===== config.mk =====
export PLATFORM = sky130hd
export DESIGN_NAME = frm_div_cell
export DESIGN_NICKNAME = d
export VERILOG_FILES = /design/src/rtl/frm_pkg.sv /design/src/rtl/frm_div_cell.sv
export SDC_FILE = /design/constraint.sdc
export NUM_CORES = 1
export LEC_CHECK = 0
export BUFFER_PORTS_ARGS = -buffer_cell sky130_fd_sc_hd__buf_2
export CAP_MARGIN = 20
export CORE_ASPECT_RATIO = 1.1
export CORE_MARGIN = 8
export CORE_UTILIZATION = 25
export CTS_CLUSTER_DIAMETER = 50
export DETAILED_ROUTE_END_ITERATION = 16
export PLACE_DENSITY = 0.48
export SYNTH_ARGS = -nofsm -noshare
export SYNTH_HDL_FRONTEND = slang
export SYNTH_SLANG_ARGS = --single-unit

===== constraint.sdc =====
create_clock -name clk_i -period 1.1 [get_ports clk_i]
set_clock_uncertainty 0.1 [all_clocks]
set_input_delay 0.11 -clock clk_i [delete_from_list [all_inputs] [get_ports clk_i]]
set_output_delay 0.11 -clock clk_i [all_outputs]
set_load 0.02 [all_outputs]

===== src/rtl/frm_pkg.sv =====
// Shared types, constants and register map of the formant resonator magnitude block.
package frm_pkg;

  // FFT size limits and default phase width
  localparam int MIN_FFT_LOG2   = 4;
  localparam int MAX_FFT_LOG2   = 12;
  localparam int PHASE_BITS_DEF = 24;

  // cells in the ratio divider chain (one quotient bit each, ratio may reach 2^32)
  localparam int DIV_CELLS = 33;

  // width of the sequential divider used for the coefficient setup
  localparam int SDIV_W = 50;

  // configuration port
  localparam int ADDR_W = 5;
  localparam logic [2:0] REG_CENTER      = 3'd0;
  localparam logic [2:0] REG_BANDWIDTH   = 3'd1;
  localparam logic [2:0] REG_AMPLITUDE   = 3'd2;
  localparam logic [2:0] REG_SAMPLE_RATE = 3'd3;
  localparam logic [2:0] REG_FFT_LOG2    = 3'd4;

  localparam logic [16:0] CENTER_RST      = 17'd1000;
  localparam logic [13:0] BANDWIDTH_RST   = 14'd100;
  localparam logic [15:0] AMPLITUDE_RST   = 16'd4096;
  localparam logic [17:0] SAMPLE_RATE_RST = 18'd44100;
  localparam logic [3:0]  FFT_LOG2_RST    = 4'd10;

  // fixed-point constants
  localparam logic [30:0] ONE30        = 31'h4000_0000;
  localparam logic [26:0] LOG2E_PI_Q24 = 27'd76040385;
  localparam logic [31:0] LN2_Q32      = 32'd2977044472;
  localparam logic [30:0] SIN_A1       = 31'd1686629713;
  localparam logic [30:0] SIN_A3       = 31'd693598668;
  localparam logic [30:0] SIN_A5       = 31'd85569306;
  localparam logic [30:0] SIN_A7       = 31'd5026995;
  localparam logic [30:0] SIN_A9       = 31'd172272;
  localparam logic [30:0] SIN_A11      = 31'd3864;

  // one request in flight through the divider chain
  typedef struct packed {
    logic        valid;
    logic        oor;
    logic [31:0] rem;
    logic [31:0] dvs;
    logic [32:0] quot;
  } div_t;

  // resonator coefficients held between configuration writes
  typedef struct packed {
    logic [30:0] radius;
    logic [60:0] gain_sq;
  } coef_t;

endpackage


===== src/rtl/frm_div_cell.sv =====
// One cell of the ratio divider chain: a single restoring shift-subtract step.
module frm_div_cell (
  input  logic          clk_i,
  input  logic          rst_ni,
  input  logic          en_i,
  input  logic          nbit_i,
  input  frm_pkg::div_t cell_i,
  output frm_pkg::div_t cell_o
);

  logic [32:0] trial, diff;
  logic        fits;
  logic        valid_q, oor_q;
  logic [31:0] rem_q, dvs_q;
  logic [32:0] quot_q;

  // trial subtract of the divisor from the shifted remainder
  always_comb begin
    trial = {cell_i.rem, nbit_i};
    diff  = trial - {1'b0, cell_i.dvs};
    fits  = trial >= {1'b0, cell_i.dvs};
  end

  always_ff @(posedge clk_i or negedge rst_ni) begin
    if (!rst_ni) begin
      valid_q <= 1'b0;
    end else if (en_i) begin
      valid_q <= cell_i.valid;
    end
  end

  always_ff @(posedge clk_i) begin
    if (en_i) begin
      oor_q  <= cell_i.oor;
      rem_q  <= fits ? diff[31:0] : trial[31:0];
      dvs_q  <= cell_i.dvs;
      quot_q <= {cell_i.quot[31:0], fits};
    end
  end

  assign cell_o.valid = valid_q;
  assign cell_o.oor   = oor_q;
  assign cell_o.rem   = rem_q;
  assign cell_o.dvs   = dvs_q;
  assign cell_o.quot  = quot_q;

  // partial remainder always below the divisor
  a_rem_below: assert property (@(posedge clk_i) disable iff (!rst_ni)
    valid_q |-> rem_q < dvs_q) else $error("partial remainder not below divisor");

endmodule

==> qor.csv, run 1 <==
metric;value;unit
cts_tree;built;
htree_levels;3;
setup_viol;47;
dpl.hpwl;13600;um
cts_sinks;99;
crit_required;1100;ps
crit_arrival;2650;ps
cp.buffers_inverters;3;
r2r-end;valid_q;
period_share;2.41;
endpoint_kind;flip-flop;
p_leak;4.19;nW
slew_viol_final;0;
tightest_slew;510;ps
drv_cap;0;
dpl.cell_count;991;
min_from;cell_i[84];
layout_common_cells;buf_2 (110), buf_4 (104), edfxtp_1 (98), buf_6 (94), dlygate4sd3_1 (82);
min_path_type;primary input to flip-flop;
n_antenna_cell;0;
rsz0062_at_grt;yes;
syn_nets;583;
worstSkewPairLatency;350;ps
reg2reg_slack;230;ps
hold_viol_final;0;
vias;4956;
ir_worst_vdd;0.683;mV
rows;55;
fin_area;9550;um^2
syn_inst;447;
ant_nets;0;
grt_pass1_wl;29000;um
core_region_area;20500;um^2
final_common_cell;buf_2;
place_area;7390;um^2
max_stage_delay;560;ps
synth_seq_cells;99;
overflow;0;
synth.yosys.seq_area_share;0.570;
period_needed;2650;ps
syn_area;5200;um^2
synthFlopType;edfxtp_1;
drt_wl_total;18100;um
ioPinCount;202;
area_growth;83.6;%
r2r_start;valid_q;
drcViolationCount;0;
critPathKind;primary input to flip-flop;
first_pass_iters;4;
wl_per_cell;16.4;um
hold_ws;5.75;ps
final_nets;978;
path_cells;buf_8 -> ha_4 -> nand4_1 -> or4_4 -> a21oi_2 -> nor3_2 -> a211oi_2 -> o21ai_2 -> o31ai_4 -> buf_6 -> buf_12 -> mux2_2;
grt_pass1_vias;5517;
whs_path_depth;3;
viasPerCell;4.49;
antenna_found_initial;1;
layout-drive-gt1-share;0.489;
critical-path-slowest-cell;or4_4;
r2r_cells;1;
violations;setup timing;
startpoint;cell_i[69];
io_buffers;200;
gpl.final_weighted_congestion;0.817;
grt_use_total;0.140;
run_status;finished, violations left;
min_to;rem_q[20];
relSlewSlack;0.659;
synth_edf_count;98;
die_area;25700;um^2
synth-async-reset-ratio;0.0101;
first_iter_violations;215;
die_h;167;um
grt_max_degree;40;
synth-warning-count;0;
cts_buffers;9;
path_max_fanout;5;
nFillCells;1890;
power.density;1270;nW/um^2
stdcell_count;1103;
path_clk_slew;70;ps
worst_slack;-1550;ps
synth_area_per_cell;11.6;um^2
ys_types;49;
clock_path_buffers;2;
fmax;0.377;GHz
cts-root-buf;clkbuf_16;
critPathLaunchType;primary input;
start_util;0.254;
die_w;154;um
crit_family;simple AND/OR/NAND/NOR gates;
worst max path at each step:
stage,endpoint,slack (ps),cells after the start
after floorplan,rem_q[13],-1770,12
after global placement,rem_q[30],-1970,13
after detailed placement,rem_q[30],-2070,13
after CTS,rem_q[3],-1580,13
after global routing,rem_q[3],-1660,13
final,rem_q[4],-1550,12
metal layers:
layer	vias to the layer above	part of all wire	global-route usage
met5	-	0.00072	0
met4	2	0.012	0.0371
met3	15	0.052	0.0371
met2	132	0.52	0.254
met1	2373	0.42	0.159
li1	2434	-	-
report_power, final:
group | total, mW | internal [mW] | switching [mW] | leakage (nW)
registers | 4.82 | 4.64 | 0.174 | 0.971
logic | 4.21 | 2.21 | 2.00 | 3.08
clock network | 3.15 | 1.65 | 1.50 | 0.143
total | 12.2 | 8.50 | 3.67 | 4.19
area by class of cell:
class | instances | area (um^2) | share of cell area
repair buffers | 404 | 3480 | 0.364
clock inverters | 6 | 56.3 | 0.00589
well taps | 256 | 320 | 0.0335
multi-input cells | 290 | 2330 | 0.244
flip-flops and latches | 99 | 2970 | 0.311
inverters | 38 | 153 | 0.0160
clock buffers | 10 | 239 | 0.0250
synth_stat cells (2+ instances only):
cell type | count | area [um^2]
o21a_1 | 6 | 45.0
a31oi_1 | 5 | 31.3
a211oi_1 | 3 | 22.5
o211ai_1 | 4 | 30.0
nor4_1 | 4 | 25.0
nor2b_1 | 3 | 18.8
a21oi_1 | 56 | 280
buf_2 | 8 | 40.0
mux2_2 | 7 | 78.8
a21o_1 | 12 | 90.1
or4_1 | 2 | 15.0
edfxtp_1 | 98 | 2940
inv_1 | 38 | 143
nand3_1 | 8 | 40.0
a2bb2oi_1 | 2 | 17.5
o21bai_1 | 3 | 22.5
mux2_1 | 4 | 45.0
nor2_1 | 35 | 131
and2_1 | 2 | 12.5
xnor2_1 | 15 | 131
and4_1 | 2 | 17.5
nand2_1 | 26 | 97.6
o21ai_0 | 16 | 80.1
ha_1 | 32 | 400
nand2b_1 | 3 | 18.8
xor2_1 | 12 | 105
buf_4 | 5 | 37.5
clkbuf_1 | 6 | 22.5
nor3_1 | 2 | 10.0
nand4_1 | 8 | 50.1
o22ai_1 | 2 | 12.5
cell families after synthesis:
group,after synthesis,share of synthesized area
and+or+nand+nor,99,0.0894
AOI/OAI and AO/OA,119,0.141
xor gates and xnor gates,27,0.0454
adders and majority gates,33,0.0808
buffers and inverters,58,0.0476
DFF,99,0.570
muxes,12,0.0257
worst min-delay path, stage by stage:
cell	delay [ps]
buf_2	100
nor2_2	40
a21oi_2	90
timing repair:
item,CTS,global route
pin swaps,8,15
buffers inserted,7,5
setup endpoints to repair,109,130
hold buffers,82,0
resized for setup,145,113
cloned,5,0
hold endpoints to repair,80,0
per-stage QoR:
step                setup WS, ps  setup TNS (ps)  power [mW]   util
floorplan                  -1770          -55280        6.61      -
global placement           -1970          -61380        8.03  0.360
global route               -1660          -54100        12.8  0.466
CTS                        -1580          -50360        12.1  0.448
finish                     -1550          -47810        12.2  0.466
detailed placement         -2070          -62180        8.03  0.360
state kept, by name, summed over array words and instances, names as in the netlist:
| name | cells |
|---|---|
| valid_q | 1 |
| quot_q | 33 |
| dvs_q | 32 |
| oor_q | 1 |
| rem_q | 32 |
Power figures use the tool's default switching activity.
==> run 2: changes to the inputs <==
--- a/config.mk
+++ b/config.mk
@@ -13,6 +13,7 @@
 export CTS_CLUSTER_DIAMETER = 50
 export DETAILED_ROUTE_END_ITERATION = 16
 export PLACE_DENSITY = 0.48
+export RECOVER_POWER = 50
 export SYNTH_ARGS = -nofsm -noshare
 export SYNTH_HDL_FRONTEND = slang
 export SYNTH_SLANG_ARGS = --single-unit
==> qor.csv, run 2 (same netlist as run 1, synthesis figures left out) <==
metric;value;unit
period_share;2.41;
overflow;0;
critPathLaunchType;primary input;
rows;55;
tightest_slew;560;ps
antenna_found_initial;1;
min_path_type;primary input to flip-flop;
grt_pass1_vias;5517;
layout_common_cells;buf_2 (110), buf_4 (101), edfxtp_1 (98), buf_6 (94), dlygate4sd3_1 (82);
setup_viol;48;
critPathKind;primary input to flip-flop;
n_antenna_cell;0;
cts-root-buf;clkbuf_16;
ant_nets;0;
fmax;0.377;GHz
crit_arrival;2650;ps
wl_per_cell;16.5;um
slew_viol_final;0;
period_needed;2650;ps
run_status;finished, violations left;
dpl.hpwl;13600;um
core_region_area;20500;um^2
viasPerCell;4.50;
grt_use_total;0.140;
cts_tree;built;
rsz0062_at_grt;yes;
die_area;25700;um^2
worst_slack;-1550;ps
largest_reg_flops;33;
layout-drive-gt1-share;0.486;
grt_max_degree;40;
drv_cap;0;
clock_path_buffers;2;
ir_worst_vdd;0.683;mV
die_h;167;um
dpl.cell_count;991;
hold_viol_final;0;
cts_sinks;99;
worstSkewPairLatency;350;ps
p_leak;4.17;nW
stdcell_count;1103;
area_growth;82.9;%
crit_required;1100;ps
htree_levels;3;
violations;setup timing;
endpoint_kind;flip-flop;
first_iter_violations;201;
relSlewSlack;0.626;
drcViolationCount;0;
io_buffers;200;
largest_register;quot_q;
vias;4963;
cts_buffers;9;
gpl.final_weighted_congestion;0.817;
path_clk_slew;70;ps
top_regs;quot_q (33), dvs_q (32), rem_q (32);
tns;-47860;ps
grt_pass1_wl;29000;um
first_pass_iters;5;
ioPinCount;202;
power.density;1280;nW/um^2
start_util;0.254;
final_nets;978;
final_common_cell;buf_2;
die_w;154;um
dp_slack;-2070;ps
drt_wl_total;18200;um
finalPower;12.2;mW
path_max_fanout;5;
[run 2: cell types whose count changed in the layout (fill, tap and decap cells not counted), sizes merged]
| cell | delta |
|---|---|
| buf | -5 |
| clkbuf | +5 |
[run 2: what timing repair did]
| item | CTS | global route |
|---|---|---|
| gates resized for setup | 145 | 113 |
| hold buffers | 82 | 0 |
| setup buffers | 7 | 5 |
| endpoints found under the setup margin | 109 | 130 |
| hold endpoints to repair | 80 | 0 |
| pin swaps | 8 | 15 |
| cloned | 5 | 0 |
[run 2: cell type report]
class	instances	area, um^2
Fill cell	1899	11000
Clock inverter	6	56.3
Clock buffer	10	239
Multi-Input combinational cell	290	2330
Inverter	38	153
Timing Repair Buffer	404	3450
Sequential cell	99	2970
Tap cell	256	320
[run 2: metrics by stage]
stage | cell area [um^2] | utilization | hold slack, ps
4_1_cts | 9190 | 0.448 | 9.77
2_1_floorplan | 5370 | - | -286
3_5_place_dp | 7390 | 0.360 | -212
6_report | 9520 | 0.464 | 6.16
5_1_grt | 9520 | 0.464 | -1.51
3_3_place_gp | 7390 | 0.360 | -215
[run 2: per-layer routing]
layer / track usage / vias to the layer above / routed length [um]
li1: - / 2432 / -
met1: 0.159 / 2382 / 7550
met2: 0.254 / 132 / 9420
met3: 0.0371 / 15 / 960
met4: 0.0371 / 2 / 212
met5: 0 / - / 13
[run 2: final timing paths]
kind / startpoint / end / slack, ps / cells after the start
worst min register to register: valid_q / valid_q / 460 / 1
min in group asynchronous: rst_ni / valid_q / 490 / 3
worst min-delay path: cell_i[84] / rem_q[20] / 6 / 3
max in group asynchronous: rst_ni / valid_q / 300 / 3
worst max register to register: valid_q / valid_q / 230 / 1
worst max-delay path: cell_i[69] / rem_q[4] / -1550 / 12
[run 2: critical path, stage by stage]
cell      delay (ps)
buf_8            100
ha_4             260
nand4_1          180
or4_4            560
a21oi_2          130
nor3_2            70
a211oi_2         260
o21ai_2          120
o31ai_4          230
buf_6            160
buf_12           130
mux2_2           320
[run 2: report_power, final]
part / total, mW / internal [mW] / switching, mW
logic: 4.19 / 2.19 / 2.00
clock network: 3.15 / 1.65 / 1.50
registers: 4.82 / 4.65 / 0.174
